`src/hw/rtl/fts_pkg.sv`:
```
package fts_pkg;

  localparam int unsigned TimeW   = 32;
  localparam int unsigned LenW    = 24;
  localparam int unsigned ByteW   = 8;
  localparam int unsigned CfgIdxW = 2;

  // one quotient bit per divider step, every quotient here is below 256
  localparam int unsigned DivSteps = 8;
  localparam int unsigned DivCntW  = $clog2(DivSteps);

  localparam logic [CfgIdxW-1:0] CfgPauseLen   = 2'd0;
  localparam logic [CfgIdxW-1:0] CfgFadeOutLen = 2'd1;
  localparam logic [CfgIdxW-1:0] CfgFadeInLen  = 2'd2;
  localparam logic [CfgIdxW-1:0] CfgAnimCount  = 2'd3;

  typedef struct packed {
    logic [LenW-1:0]  pause_length;
    logic [LenW-1:0]  fade_out_length;
    logic [LenW-1:0]  fade_in_length;
    logic [ByteW-1:0] animation_count;
  } cfg_t;

  typedef struct packed {
    logic busy;
    logic done;
  } div_stat_t;

endpackage

```
`src/hw/rtl/fade_transition_sequencer_top.sv`:
```
// Fade transition sequencer. Each accepted time_now tick yields exactly one result with the
// fade-to-black amount, the selected animation and an advanced flag. A tick in the pause goes
// from StPhase straight to StOut and a tick at the end of a cycle passes StSetup as well; a fade
// tick adds one run of the shared 8-step restoring divider in StFade, and the tick that
// advances the animation adds a second run for the animation modulo in StModW.
// The divider is the only arithmetic unit that iterates. in_ready_o is
// high only while no tick is in work; a finished result may wait in the output register while
// the next tick is accepted. Configuration writes are always taken and should be made between
// ticks; the register index selects pause, fade-out, fade-in length or animation count.
module fade_transition_sequencer_top (
  input  logic                          clk_i,
  input  logic                          rst_ni,
  input  logic                          cfg_valid_i,
  output logic                          cfg_ready_o,
  input  logic [fts_pkg::CfgIdxW-1:0]   cfg_index_i,
  input  logic [fts_pkg::LenW-1:0]      cfg_data_i,
  input  logic                          in_valid_i,
  output logic                          in_ready_o,
  input  logic [fts_pkg::TimeW-1:0]     time_now_i,
  output logic                          out_valid_o,
  input  logic                          out_ready_i,
  output logic [fts_pkg::ByteW-1:0]     fade_amount_o,
  output logic [fts_pkg::ByteW-1:0]     animation_number_o,
  output logic                          advanced_o
);
  import fts_pkg::*;

  localparam logic [2:0] StIdle  = 3'd0;
  localparam logic [2:0] StSince = 3'd1;
  localparam logic [2:0] StPhase = 3'd2;
  localparam logic [2:0] StSetup = 3'd3;
  localparam logic [2:0] StFade  = 3'd4;
  localparam logic [2:0] StModW  = 3'd5;
  localparam logic [2:0] StOut   = 3'd6;

  cfg_t      cfg;
  div_stat_t div_stat;

  logic [2:0]       state_q, state_d;
  logic [TimeW-1:0] now_q, now_d;
  logic [TimeW-1:0] since_q, since_d;
  logic [TimeW-1:0] t_q, t_d;
  logic [LenW:0]    both_q, both_d;
  logic             fade_in_q, fade_in_d;
  logic [TimeW-1:0] start_q, start_d;
  logic             switched_q, switched_d;
  logic [ByteW-1:0] fade_q, fade_d;
  logic [ByteW-1:0] anim_q, anim_d;
  logic             adv_q, adv_d;

  logic             out_valid_q, out_valid_d;
  logic [ByteW-1:0] out_fade_q, out_fade_d;
  logic [ByteW-1:0] out_anim_q, out_anim_d;
  logic             out_adv_q, out_adv_d;

  logic             div_start;
  logic [TimeW-1:0] div_dividend;
  logic [LenW-1:0]  div_divisor;
  logic [ByteW-1:0] div_quot;
  logic [LenW-1:0]  div_rem;
  logic [LenW:0]    left_wide;
  logic [LenW-1:0]  left;
  logic             in_req;

  fts_cfg_regs u_cfg (
    .clk_i       (clk_i),
    .rst_ni      (rst_ni),
    .cfg_valid_i (cfg_valid_i),
    .cfg_ready_o (cfg_ready_o),
    .cfg_index_i (cfg_index_i),
    .cfg_data_i  (cfg_data_i),
    .cfg_o       (cfg)
  );

  fts_divider u_div (
    .clk_i       (clk_i),
    .rst_ni      (rst_ni),
    .start_i     (div_start),
    .dividend_i  (div_dividend),
    .divisor_i   (div_divisor),
    .stat_o      (div_stat),
    .quotient_o  (div_quot),
    .remainder_o (div_rem)
  );

  assign in_ready_o = (state_q == StIdle);
  assign in_req     = in_valid_i && in_ready_o;

  // time still left in the fade-in, never above the fade-in length
  assign left_wide = both_q - t_q[LenW:0];
  assign left      = left_wide[LenW-1:0];

  always_comb begin
    state_d      = state_q;
    now_d        = now_q;
    since_d      = since_q;
    t_d          = t_q;
    both_d       = both_q;
    fade_in_d    = fade_in_q;
    start_d      = start_q;
    switched_d   = switched_q;
    fade_d       = fade_q;
    anim_d       = anim_q;
    adv_d        = adv_q;
    out_valid_d  = out_valid_q && !out_ready_i;
    out_fade_d   = out_fade_q;
    out_anim_d   = out_anim_q;
    out_adv_d    = out_adv_q;
    div_start    = 1'b0;
    div_dividend = {t_q[LenW-1:0], {ByteW{1'b0}}};
    div_divisor  = cfg.fade_out_length;

    unique case (state_q)
      StIdle: begin
        if (in_req) begin
          now_d   = time_now_i;
          state_d = StSince;
        end
      end
      StSince: begin
        since_d = now_q - start_q;
        adv_d   = 1'b0;
        state_d = StPhase;
      end
      StPhase: begin
        if (since_q < {{(TimeW-LenW){1'b0}}, cfg.pause_length}) begin
          state_d = StOut;
        end else begin
          t_d     = since_q - {{(TimeW-LenW){1'b0}}, cfg.pause_length};
          both_d  = {1'b0, cfg.fade_out_length} + {1'b0, cfg.fade_in_length};
          state_d = StSetup;
        end
      end
      StSetup: begin
        if (t_q < {{(TimeW-LenW){1'b0}}, cfg.fade_out_length}) begin
          div_start = 1'b1;
          fade_in_d = 1'b0;
          state_d   = StFade;
        end else if (t_q < {{(TimeW-LenW-1){1'b0}}, both_q}) begin
          // 255 * left as 256 * left - left
          div_start    = 1'b1;
          div_dividend = {left, {ByteW{1'b0}}} - {{ByteW{1'b0}}, left};
          div_divisor  = cfg.fade_in_length;
          fade_in_d    = 1'b1;
          state_d      = StFade;
        end else begin
          switched_d = 1'b0;
          fade_d     = '0;
          start_d    = now_q;
          state_d    = StOut;
        end
      end
      StFade: begin
        if (div_stat.done) begin
          fade_d  = div_quot;
          state_d = StOut;
          if (fade_in_q && !switched_q) begin
            switched_d = 1'b1;
            if (cfg.animation_count != '0) begin
              div_start    = 1'b1;
              div_dividend = {{(TimeW-ByteW){1'b0}}, anim_q};
              div_divisor  = {{(LenW-ByteW){1'b0}}, cfg.animation_count};
              state_d      = StModW;
            end
          end
        end
      end
      StModW: begin
        if (div_stat.done) begin
          anim_d  = div_rem[ByteW-1:0] + 1'b1;
          adv_d   = 1'b1;
          state_d = StOut;
        end
      end
      StOut: begin
        if (!out_valid_q || out_ready_i) begin
          out_valid_d = 1'b1;
          out_fade_d  = fade_q;
          out_anim_d  = anim_q;
          out_adv_d   = adv_q;
          state_d     = StIdle;
        end
      end
      default: state_d = StIdle;
    endcase
  end

  always_ff @(posedge clk_i or negedge rst_ni) begin
    if (!rst_ni) begin
      state_q     <= StIdle;
      start_q     <= '0;
      switched_q  <= 1'b0;
      fade_q      <= '0;
      anim_q      <= ByteW'(1);
      adv_q       <= 1'b0;
      fade_in_q   <= 1'b0;
      out_valid_q <= 1'b0;
    end else begin
      state_q     <= state_d;
      start_q     <= start_d;
      switched_q  <= switched_d;
      fade_q      <= fade_d;
      anim_q      <= anim_d;
      adv_q       <= adv_d;
      fade_in_q   <= fade_in_d;
      out_valid_q <= out_valid_d;
    end
  end

  always_ff @(posedge clk_i) begin
    now_q      <= now_d;
    since_q    <= since_d;
    t_q        <= t_d;
    both_q     <= both_d;
    out_fade_q <= out_fade_d;
    out_anim_q <= out_anim_d;
    out_adv_q  <= out_adv_d;
  end

  assign out_valid_o        = out_valid_q;
  assign fade_amount_o      = out_fade_q;
  assign animation_number_o = out_anim_q;
  assign advanced_o         = out_adv_q;

  a_div_start_idle: assert property (@(posedge clk_i) disable iff (!rst_ni)
    div_start |-> !div_stat.busy)
    else $error("divider started while busy");

  a_div_done_waited: assert property (@(posedge clk_i) disable iff (!rst_ni)
    div_stat.done |-> (state_q == StFade || state_q == StModW))
    else $error("divider result with nobody waiting");

  a_accept_starts: assert property (@(posedge clk_i) disable iff (!rst_ni)
    in_req |=> state_q == StSince)
    else $error("accepted request not started");

  a_adv_nonzero: assert property (@(posedge clk_i) disable iff (!rst_ni)
    (out_valid_o && advanced_o) |-> animation_number_o != '0)
    else $error("advanced to animation zero");

endmodule

```
`src/hw/rtl/fts_cfg_regs.sv`:
```
module fts_cfg_regs (
  input  logic                          clk_i,
  input  logic                          rst_ni,
  input  logic                          cfg_valid_i,
  output logic                          cfg_ready_o,
  input  logic [fts_pkg::CfgIdxW-1:0]   cfg_index_i,
  input  logic [fts_pkg::LenW-1:0]      cfg_data_i,
  output fts_pkg::cfg_t                 cfg_o
);
  import fts_pkg::*;

  cfg_t cfg_q, cfg_d;

  assign cfg_ready_o = 1'b1;
  assign cfg_o       = cfg_q;

  always_comb begin
    cfg_d = cfg_q;
    if (cfg_valid_i) begin
      unique case (cfg_index_i)
        CfgPauseLen:   cfg_d.pause_length    = cfg_data_i;
        CfgFadeOutLen: cfg_d.fade_out_length = cfg_data_i;
        CfgFadeInLen:  cfg_d.fade_in_length  = cfg_data_i;
        CfgAnimCount:  cfg_d.animation_count = cfg_data_i[ByteW-1:0];
        default:       cfg_d = cfg_q;
      endcase
    end
  end

  always_ff @(posedge clk_i or negedge rst_ni) begin
    if (!rst_ni) begin
      cfg_q <= '0;
    end else begin
      cfg_q <= cfg_d;
    end
  end

endmodule

```
`src/hw/rtl/fts_divider.sv`:
```
module fts_divider (
  input  logic                       clk_i,
  input  logic                       rst_ni,
  input  logic                       start_i,
  input  logic [fts_pkg::TimeW-1:0]  dividend_i,
  input  logic [fts_pkg::LenW-1:0]   divisor_i,
  output fts_pkg::div_stat_t         stat_o,
  output logic [fts_pkg::ByteW-1:0]  quotient_o,
  output logic [fts_pkg::LenW-1:0]   remainder_o
);
  import fts_pkg::*;

  logic [TimeW-1:0]   rem_q, rem_d;
  logic [TimeW-1:0]   dsh_q, dsh_d;
  logic [ByteW-1:0]   quot_q, quot_d;
  logic [DivCntW-1:0] cnt_q, cnt_d;
  logic               busy_q, busy_d;
  logic               done_q, done_d;
  logic               ge;

  assign ge = (rem_q >= dsh_q);

  always_comb begin
    rem_d  = rem_q;
    dsh_d  = dsh_q;
    quot_d = quot_q;
    cnt_d  = cnt_q;
    busy_d = busy_q;
    done_d = 1'b0;
    if (start_i) begin
      rem_d  = dividend_i;
      // divisor aligned to the top quotient bit
      dsh_d  = {1'b0, divisor_i, {(DivSteps-1){1'b0}}};
      quot_d = '0;
      cnt_d  = DivCntW'(DivSteps - 1);
      busy_d = 1'b1;
    end else if (busy_q) begin
      if (ge) begin
        rem_d = rem_q - dsh_q;
      end
      quot_d = {quot_q[ByteW-2:0], ge};
      dsh_d  = dsh_q >> 1;
      cnt_d  = cnt_q - 1'b1;
      if (cnt_q == '0) begin
        busy_d = 1'b0;
        done_d = 1'b1;
      end
    end
  end

  always_ff @(posedge clk_i or negedge rst_ni) begin
    if (!rst_ni) begin
      busy_q <= 1'b0;
      done_q <= 1'b0;
      cnt_q  <= '0;
    end else begin
      busy_q <= busy_d;
      done_q <= done_d;
      cnt_q  <= cnt_d;
    end
  end

  always_ff @(posedge clk_i) begin
    rem_q  <= rem_d;
    dsh_q  <= dsh_d;
    quot_q <= quot_d;
  end

  assign stat_o.busy  = busy_q;
  assign stat_o.done  = done_q;
  assign quotient_o   = quot_q;
  assign remainder_o  = rem_q[LenW-1:0];

endmodule

```
`config.mk`:
```
export PLATFORM = sky130hd
export DESIGN_NAME = fade_transition_sequencer_top
export DESIGN_NICKNAME = d
export VERILOG_FILES = /design/src/hw/rtl/fts_pkg.sv /design/src/hw/rtl/fade_transition_sequencer_top.sv /design/src/hw/rtl/fts_cfg_regs.sv /design/src/hw/rtl/fts_divider.sv
export SDC_FILE = /design/constraint.sdc
export NUM_CORES = 1
export LEC_CHECK = 0
export CAP_MARGIN = 20
export CORE_UTILIZATION = 65
export CTS_CLUSTER_SIZE = 20
export DETAILED_ROUTE_END_ITERATION = 10
export DONT_BUFFER_PORTS = 1
export GPL_TIMING_DRIVEN = 0
export PLACE_DENSITY = 0.81
export SETUP_SLACK_MARGIN = 0.2
export SYNTH_ARGS = -nofsm -noshare
export SYNTH_HDL_FRONTEND = slang
export SYNTH_SLANG_ARGS = --single-unit
```
`constraint.sdc`:
```
create_clock -name clk_i -period 8.8 [get_ports clk_i]
set_input_delay 1.76 -clock clk_i [delete_from_list [all_inputs] [get_ports clk_i]]
set_output_delay 1.76 -clock clk_i [all_outputs]
set_load 0.005 [all_outputs]
```
# After elaboration in Yosys (flattened, before gate mapping)
# Cells that the tools add are included.
# word_totals
output_inout_bits	20
wordCells	144
register_bits	349
inputBits	63
# classes
muxes	56
n_reduce_logical	31
n_eq_ne	16
bitwise	3
magnitude_cmp	4
addsub	8
# ops
op	n
32-bit 2-to-1 mux	8
24-bit 2-to-1 mux	5
32-bit by 24-bit < comparator with 1-bit output	2
32-bit case mux with 2 select lines	1
32-bit by 24-bit subtractor with 32-bit output	2
31-bit 2-to-1 mux	2
24-bit case mux with 2 select lines	1
32-bit by 31-bit greater-or-equal comparator with 1-bit output	1
32-bit by 25-bit < comparator with 1-bit output	1
32-bit by 31-bit subtractor with 32-bit output	1
32-bit subtractor	1
24-bit by 24-bit adder with 25-bit output	1
8-bit 2-to-1 mux	3
24-bit subtractor	1
2-bit AND reduction	11
3-bit 2-to-1 mux	7
3-bit case mux with 7 select lines	1
1-bit 2-to-1 mux	20
8-bit case mux with 2 select lines	1
2-bit nonzero test	5
3-bit == test, second input constant	3
8-bit by 1-bit adder with 8-bit output, second input constant	1
2-bit 2-to-1 mux	4
2-bit != test, second input constant	4
other kinds (17)	31

# Longest topological paths before layout
# Gate-level depths: netlist (run 1).
# logic_depth
depth_word	7
ltp_mapped	23
depth_no_buf	22

# By module
# Synthesis (run 1) repeated with hierarchy kept, for this count alone.
# hier_totals
hier_cells	2363
hier_area_um2	23144.7
# modules_own_cells
mod	seq_area_each_um2	cells_per_inst	n_inst	area_per_inst_um2
fade_transition_sequencer_top	5521.5	1614	1	14809.2
fts_divider	2107.0	577	1	5322.6
fts_cfg_regs	2001.9	172	1	3012.9

# Least setup slack after synthesis (run 1)
# No wires, ideal clock.
# synth_timing
kind	reg-to-reg
from	register u_cfg.cfg_q, in the netlist u_cfg.cfg_o[56]
to	register both_q[0] (enable)
required_time_ns	8.258
stages_incl_launch_ff	15
n_path_buf	0
slack_ns	1.702
arrival_time_ns	6.556
synth_period_minus_slack_ns	7.098
setup_ns	0.542
path_cell_list	dfrtp_1 -> ha_1 -> fa_1 -> nor2b_1 -> o21a_1 -> o21ai_0 -> a21oi_1 -> a21oi_1 -> o31ai_1 -> a21oi_1 -> a21oi_1 -> a21oi_1 -> a21o_1 -> and3b_1 -> nor3_1
# synth_between
elab_chain_len	3
# synth_rtl
element	line	text
start, declared	fts_cfg_regs.sv:12	cfg_t cfg_q, cfg_d;
start signal, assigned	fts_cfg_regs.sv:34	cfg_q <= cfg_d;
32-bit by 24-bit < comparator with 1-bit output	fade_transition_sequencer_top.sv:126	if (since_q < {{(TimeW-LenW){1'b0}}, cfg.pause_length}) begin
1-bit NOT (no source line)	n/a	
2-bit AND reduction (no source line)	n/a	
end signal, assigned	fade_transition_sequencer_top.sv:214	both_q <= both_d;
end, declared	fade_transition_sequencer_top.sv:43	logic [LenW:0] both_q, both_d;
# No other way between the ends.
# A chain may end at the register's enable or synchronous reset.

# Final worst setup path (run 1)
# layout_timing
from	register t_q[0]
to	register u_div.rem_q[24], data pin
# layout_between
elab_chain_len	6
elab_cells_between_ends	11
classes_between	add/sub: 2; order compare: 2; mux: 7
# layout_rtl
element	line	text
start, declared	fade_transition_sequencer_top.sv:42	logic [TimeW-1:0] t_q, t_d;
start signal, assigned	fade_transition_sequencer_top.sv:213	t_q <= t_d;
24-bit subtractor	fade_transition_sequencer_top.sv:90	assign left_wide = both_q - t_q[LenW:0];
32-bit by 24-bit subtractor with 32-bit output	fade_transition_sequencer_top.sv:142	div_dividend = {left, {ByteW{1'b0}}} - {{ByteW{1'b0}}, left};
32-bit 2-to-1 mux	fade_transition_sequencer_top.sv:139	end else if (t_q < {{(TimeW-LenW-1){1'b0}}, both_q}) begin
32-bit 2-to-1 mux	fade_transition_sequencer_top.sv:135	if (t_q < {{(TimeW-LenW){1'b0}}, cfg.fade_out_length}) begin
32-bit case mux with 2 select lines	fade_transition_sequencer_top.sv:113	unique case (state_q)
32-bit 2-to-1 mux (*)	fts_divider.sv:30	if (start_i) begin
named net u_div.rem_d[24]	fts_divider.sv:13	logic [TimeW-1:0] rem_q, rem_d;
end signal, assigned	fts_divider.sv:64	rem_q <= rem_d;
end, declared	fts_divider.sv:13	
# Mark *: on every way through the listed nets, which the timed path passes. The rest lies on a longest branch.

==> results of run 1 <==
## synthesized netlist by cell type, types with 15 or more instances
| library cell | count |
|---|---|
| nand4_1 | 22 |
| o21a_1 | 26 |
| xor2_1 | 57 |
| nand3_1 | 46 |
| nand2b_1 | 26 |
| inv_1 | 233 |
| a21oi_1 | 177 |
| nor2_1 | 143 |
| clkbuf_1 | 39 |
| a21o_1 | 70 |
| mux2_2 | 90 |
| dfxtp_1 | 15 |
| xnor2_1 | 105 |
| nand2_1 | 135 |
| nor3_1 | 45 |
| nor2b_1 | 21 |
| o21ai_0 | 130 |
| ha_1 | 202 |
| mux2i_1 | 28 |
| edfxtp_1 | 194 |
| dfrtp_1 | 139 |
| o21bai_1 | 18 |
## worst paths after layout
| kind | end | slack [ns] | startpoint |
|---|---|---|---|
| worst max-delay path | u_div.rem_q[24]$_DFFE_PP_ | 2.98 | t_q[0]$_DFFE_PP_ |
| worst max register to register | u_div.rem_q[24]$_DFFE_PP_ | 2.98 | t_q[0]$_DFFE_PP_ |
| min in group asynchronous | u_cfg.cfg_o[60]$_DFFE_PN0P_ | 0.91 | rst_ni |
| worst min register to register | fade_amount_o[6]$_DFFE_PP_ | 0.44 | fade_q[6]$_DFFE_PN0P_ |
| max in group asynchronous | anim_q[0]$_DFFE_PN1P_ | 7.63 | rst_ni |
| worst min-delay path | fade_amount_o[6]$_DFFE_PP_ | 0.44 | fade_q[6]$_DFFE_PN0P_ |
## worst max-delay path, stage by stage (launching register included)
cell,delay [ns]
edfxtp_1,0.51
ha_1,0.23
inv_1,0.06
fa_1,0.45
a21oi_4,0.20
o211ai_2,0.13
a31oi_4,0.33
nor4b_1,0.11
nor3_2,0.37
ha_1,0.20
clkbuf_1,0.27
nand3_1,0.11
or4b_1,0.47
nand4bb_1,0.25
a21oi_2,0.22
a21oi_2,0.09
o31a_2,0.42
a2111oi_2,0.46
nor3b_1,0.14
xnor2_1,0.36
o21ai_0,0.16
## registers in the layout, summed over array words and instances, names as in the netlist, 25 cells and up
signal and flops:
since_q 32, now_q 32, t_q 32, start_q 32, u_cfg.cfg_o 80, both_q 25, u_div.rem_q 32, u_div.dsh_q 31
## where the power goes
| part | switching, mW | internal [mW] | leakage [nW] |
|---|---|---|---|
| registers | 0.0714 | 1.82 | 3.46 |
| logic | 0.303 | 0.265 | 6.69 |
| clock network | 0.653 | 0.971 | 0.636 |
## cell usage in the layout, fill, tap and decap left out, drive strengths merged, types with 46 or more instances in the layout
master	instances
nor3	47
nand3	46
inv	236
xor2	57
nand2	137
mux2	92
edfxtp	194
a21o	71
xnor2	105
dfrtp	139
ha	202
nor2	143
o21ai	140
a21oi	186
clkbuf	92
## layout make-up
class | count | area, µm² | area share
Buffer | 72 | 420 | 0.0169
Clock buffer | 51 | 1100 | 0.0444
Clock inverter | 18 | 174 | 0.00700
Inverter | 233 | 875 | 0.0352
Multi-Input combinational cell | 1608 | 12000 | 0.481
Sequential cell | 349 | 9630 | 0.388
Tap cell | 455 | 569 | 0.0229
Timing Repair Buffer | 10 | 123 | 0.00493
## metal layers
layer	track usage	vias to the layer above	wire, µm
met1	0.424	8448	24400
li1	-	8228	-
met4	0.153	0	2750
met3	0.0504	158	3880
met5	0	-	0
met2	0.565	657	28200
## cells by family (layout without fill, tap and decap cells)
logic type / count (synthesis) / in the layout
other: 1 / 1
muxes: 120 / 120
xor gates and xnor gates: 162 / 162
adders and majority gates: 207 / 207
buffers and inverters: 305 / 384
AOI/OAI and AO/OA: 595 / 595
DFF: 349 / 349
and+or+nand+nor: 523 / 523
## metrics by stage
stage,power [mW],TNS (ns),util,area [µm²]
after global routing,4.23,0,0.719,24800
after CTS,4.09,0,0.719,24800
after detailed placement,2.47,0,0.682,23600
after floorplan,2.34,0,-,22900
final,4.09,0,0.719,24800
after global placement,2.44,-24.32,0.678,23400
==> key figures, run 1 <==
Status
  • Status: complete, no violations

Worst setup path
  • Crit-path max FO: 7
  • CP required: 9.06 ns
  • CP Class: reg2reg
  • CP Capture Type: flop
  • Worst path arrival time: 6.08 ns
  • Startpoint types: flop
  • R2R depth: 20

Route
  • Via/cell ratio: 6.26
  • Total wire length: 59300 µm
  • 1st-iter DRT viols: 1472
  • Remaining DRCs: 0
  • First drt pass iteration count: 7
  • Via count: 17500
  • Post-DRT Antenna Nets: 0
  • Wire per inst: 21.2 µm

GRT
  • GRT Total Usage: 0.334
  • Number of global-route vias before repair: 17400
  • Remaining Overflow, GRT: 0
  • Largest net degree at the start of global routing: 141
  • First-pass GRT wire length: 92800 µm
  • Antenna violations before repair: 0

Final layout
  • Area Overhead vs Synth: 8.66%
  • Nets: 2582
  • Share of post-route cells with drive strength above 1: 0.111
  • Final std cells w/o fill: 2796
  • ANT cells: 0
  • FILL cells: 2479

Synthesis
  • Syn_area_per_cell: 10.1 µm²
  • Post-synth top flop: edfxtp_1
  • Top cell type's share of synthesized area: 0.255
  • Cell taking the most area after synthesis: edfxtp_1
  • Post-Synth XOR/XNOR Area: 0.0620
  • Ys async rst share: 0.401
  • Top cells by area in the synthesized netlist: edfxtp_1 (25%), dfrtp_1 (15%), ha_1 (11%), mux2_2 (4.4%), xnor2_1 (4.0%)
  • #FFs+latches synth: 349
  • Post-Synth Adder-Cell Area: 0.115
  • Largest family of logic cells by synthesized area: compound AO/OA/AOI/OAI gates
  • Synth warnings: 0
  • Simple-gate share of the synthesized area: 0.111
  • Sequential fraction of the synthesis area: 0.421
  • Syn Nets: 2532
  • Multiplexer share of the synthesized area: 0.0577
  • Synth unique cells: 106
  • Compound-Gate Fraction of Synth Area: 0.176
  • EDFF count, synth: 194
  • Cell Area, Synth: 22900 µm²
  • Syn Inst Count: 2262

Timing
  • Fin Clk Skew: 0.0167 ns
  • Hold Vio Cnt, Final: 0
  • Max-slew violation total from the final report: 0
  • Endpoints failing setup: 0
  • Fmax: 172 MHz
  • Period minus WS final: 5.82 ns
  • Worst Setup Slack, final: 2.98 ns
  • Worst slew pin tran: 1.01 ns
  • RSZ-0062 raised after global routing: no
  • Max transition margin: 0.322
  • Worst hold slack: 0.444 ns
  • Part of the cycle the worst path needs: 0.661

Power
  • Pwr dens: 164 nW/µm²
  • Leakage: 10.8 nW
  • Max rail drop VDD: 0.187 mV

Clock network
  • Hold Buf Count CTS: 0
  • H-tree Lvls: 2
  • Clk_lat worst skew: 0.54 ns
  • Clk sinks: 349
  • Clock Path Buffers: 3
  • Num CTS Buffers: 38
  • Post-CTS Resized: 0
  • Clock transition at path regs: 0.06 ns
  • Root Buffer: clkbuf_16
  • Setup bufs post-CTS: 0
  • TritonCTS clock tree: yes

Floorplanning
  • Core area: 34500 µm²
  • Die W: 190 µm
  • I/O Pins: 83
  • Starting Density: 0.662
  • Die Area: 35900 µm²
  • Chip height: 190 µm
  • Site Rows: 68

Placed design
  • Placed insts: 2726
  • GP Congestion: 0.977
  • Setup WS pre-CTS: 3.16 ns
  • PortBufs: 0
  • Hpwl dp: 45600 µm

Worst hold path
  • Hold Crit Class: reg2reg
  • Hold Path Stages: 0

Flow run
  • Max_cap viols: 0
No activity file was read; power rests on OpenSTA's default activity.
==> run 2, diff against run 1 <==
CORE_UTILIZATION = 59   (was 65)
PLACE_DENSITY = 0.78   (was 0.81)
clock period = 5.3 ns   (was 8.8 ns; I/O delays follow)
==> key figures, run 2 (synthesis results as in run 1) <==
Status
  • Status: complete, no violations (unchanged)

Route
  • Total wire length: 61700 µm (was 59300 µm)
  • Via/cell ratio: 6.20 (was 6.26)
  • 1st-iter DRT viols: 1483 (was 1472)
  • Post-DRT Antenna Nets: 0 (unchanged)
  • Via count: 17900 (was 17500)
  • Wire per inst: 21.4 µm (was 21.2 µm)
  • First drt pass iteration count: 6 (was 7)
  • Remaining DRCs: 0 (unchanged)

Clock network
  • Num CTS Buffers: 40 (was 38)
  • TritonCTS clock tree: yes (unchanged)
  • H-tree Lvls: 2 (unchanged)
  • Clk sinks: 349 (unchanged)
  • Root Buffer: clkbuf_16 (unchanged)
  • Clock Path Buffers: 3 (unchanged)
  • Clk_lat worst skew: 0.58 ns (was 0.54 ns)
  • Clock transition at path regs: 0.06 ns (about the same)
  • Hold Buf Count CTS: 0 (unchanged)

Timing
  • Part of the cycle the worst path needs: 0.976 (was 0.661)
  • Endpoints failing setup: 0 (unchanged)
  • Setup_tns: 0 ns (unchanged)
  • RSZ-0062 raised after global routing: yes (was no)
  • Hold Vio Cnt, Final: 0 (unchanged)
  • Worst slew pin tran: 0.962 ns (was 1.01 ns)
  • Max-slew violation total from the final report: 0 (unchanged)
  • Max transition margin: 0.356 (was 0.322)
  • Fin Clk Skew: 0.0313 ns (was 0.0167 ns)
  • Period minus WS final: 5.17 ns (was 5.82 ns)
  • Fmax: 193 MHz (was 172 MHz)

Final layout
  • Most frequent cells in the layout: inv_1 (233), ha_1 (199), edfxtp_1 (194), a21oi_1 (177), nor2_1 (141) (was inv_1 (233), ha_1 (202), edfxtp_1 (194), a21oi_1 (177), nor2_1 (143))
  • Area Overhead vs Synth: 11.7% (was 8.66%)
  • Share of post-route cells with drive strength above 1: 0.133 (was 0.111)
  • Max reg flops: 80 (unchanged)
  • ANT cells: 0 (unchanged)
  • Nets: 2608 (was 2582)
  • Commonest non-fill, non-tap cell in the layout: inv_1 (unchanged)
  • Finished Core Util: 0.673 (was 0.719)
  • Final std cells w/o fill: 2880 (was 2796)

Floorplanning
  • I/O Pins: 83 (unchanged)
  • Starting Density: 0.603 (was 0.662)
  • Site Rows: 71 (was 68)
  • Die Area: 39500 µm² (was 35900 µm²)
  • Die W: 199 µm (was 190 µm)
  • Chip height: 199 µm (was 190 µm)
  • Core area: 37900 µm² (was 34500 µm²)

Placed design
  • GP Congestion: 0.971 (was 0.977)
  • Hpwl dp: 46400 µm (was 45600 µm)
  • Placed insts: 2782 (was 2726)
  • PortBufs: 0 (unchanged)

Worst setup path
  • CP Class: reg2reg (unchanged)
  • CP Capture Type: flop (unchanged)
  • Crit-path max FO: 6 (was 7)
  • Startpoint types: flop (unchanged)
  • CP required: 5.60 ns (was 9.06 ns)
  • Worst path arrival time: 5.48 ns (was 6.08 ns)

GRT
  • First-pass GRT wire length: 95900 µm (was 92800 µm)
  • Remaining Overflow, GRT: 0 (unchanged)
  • Number of global-route vias before repair: 17700 (was 17400)
  • Antenna violations before repair: 0 (unchanged)
  • GRT Total Usage: 0.317 (was 0.334)
  • Largest net degree at the start of global routing: 141 (unchanged)

Power
  • Max rail drop VDD: 0.305 mV (was 0.187 mV)
  • Pwr dens: 275 nW/µm² (was 164 nW/µm²)
  • Leakage: 11.1 nW (was 10.8 nW)

Flow run
  • Max_cap viols: 0 (unchanged)

Worst hold path
  • Hold Crit Class: in2async (was reg2reg)
-- run 2: area by class of cell --
class	instances	area, µm²
repair buffers	34	350
inverters	233	875
flip-flops and latches	349	9630
plain buffers	72	425
fillers	2900	12400
clock buffers	52	1120
multi-input cells	1608	12200
well taps	511	639
clock inverters	21	284
-- run 2: path summary, 6_finish.rpt --
path	from	endpoint	cells past startpoint	slack, ns
worst max-delay path	t_q[6]$_DFFE_PP_	u_div.rem_q[24]$_DFFE_PP_	18	0.13
worst min-delay path	rst_ni	start_q[31]$_DFFE_PN0P_	0	0.18
max in group asynchronous	rst_ni	u_cfg.cfg_o[32]$_DFFE_PN0P_	0	4.84
min in group clk_i	fade_q[6]$_DFFE_PN0P_	fade_amount_o[6]$_DFFE_PP_	0	0.45
worst max register to register	t_q[6]$_DFFE_PP_	u_div.rem_q[24]$_DFFE_PP_	18	0.13
worst min register to register	fade_q[6]$_DFFE_PN0P_	fade_amount_o[6]$_DFFE_PP_	0	0.45
-- run 2: per-stage QoR --
| step | total power [mW] | hold slack [ns] | worst slack (ns) | instance area (µm²) |
|---|---|---|---|---|
| 2_1_floorplan | 3.89 | 0.425 | 0.611 | 22900 |
| 3_3_place_gp | 4.06 | 0.430 | -0.710 | 23500 |
| 3_5_place_dp | 4.11 | 0.431 | -0.348 | 23700 |
| 4_1_cts | 7.03 | 0.157 | 0.179 | 25300 |
| 5_1_grt | 7.26 | 0.160 | 0.0949 | 25500 |
| 6_report | 7.01 | 0.176 | 0.128 | 25500 |
-- run 2: power by group --
group	switching, mW	internal [mW]
clock network	1.17	1.75
logic	0.507	0.440
registers	0.114	3.03
total	1.79	5.22
-- run 2: layer usage --
metal / part of all wire / vias to the layer above / GRT usage
li1: - / 8289 / -
met1: 0.40 / 8752 / 0.392
met2: 0.49 / 651 / 0.539
met3: 0.060 / 165 / 0.0427
met4: 0.051 / 0 / 0.165
met5: 0 / - / 0
-- run 2: what timing repair did --
item	in CTS	in global routing
setup buffers	10	15
pin swaps	7	8
resized for setup	18	25
endpoints found under the setup margin	47	51
-- run 2: worst max-delay path: stages, from the launching register on --
cell and delay, ns:
edfxtp_1 0.45, inv_1 0.07, ha_1 0.38, a21o_1 0.23, a211o_1 0.35, o2111ai_4 0.29, nand2_2 0.13, xnor2_2 0.21
ha_4 0.33, nand3_1 0.09, or4b_1 0.47, nand4bb_4 0.24, a21oi_4 0.20, a21oi_2 0.09, o31a_4 0.40, a2111oi_4 0.47
nor3b_1 0.13, xnor2_1 0.25, o21ai_0 0.12
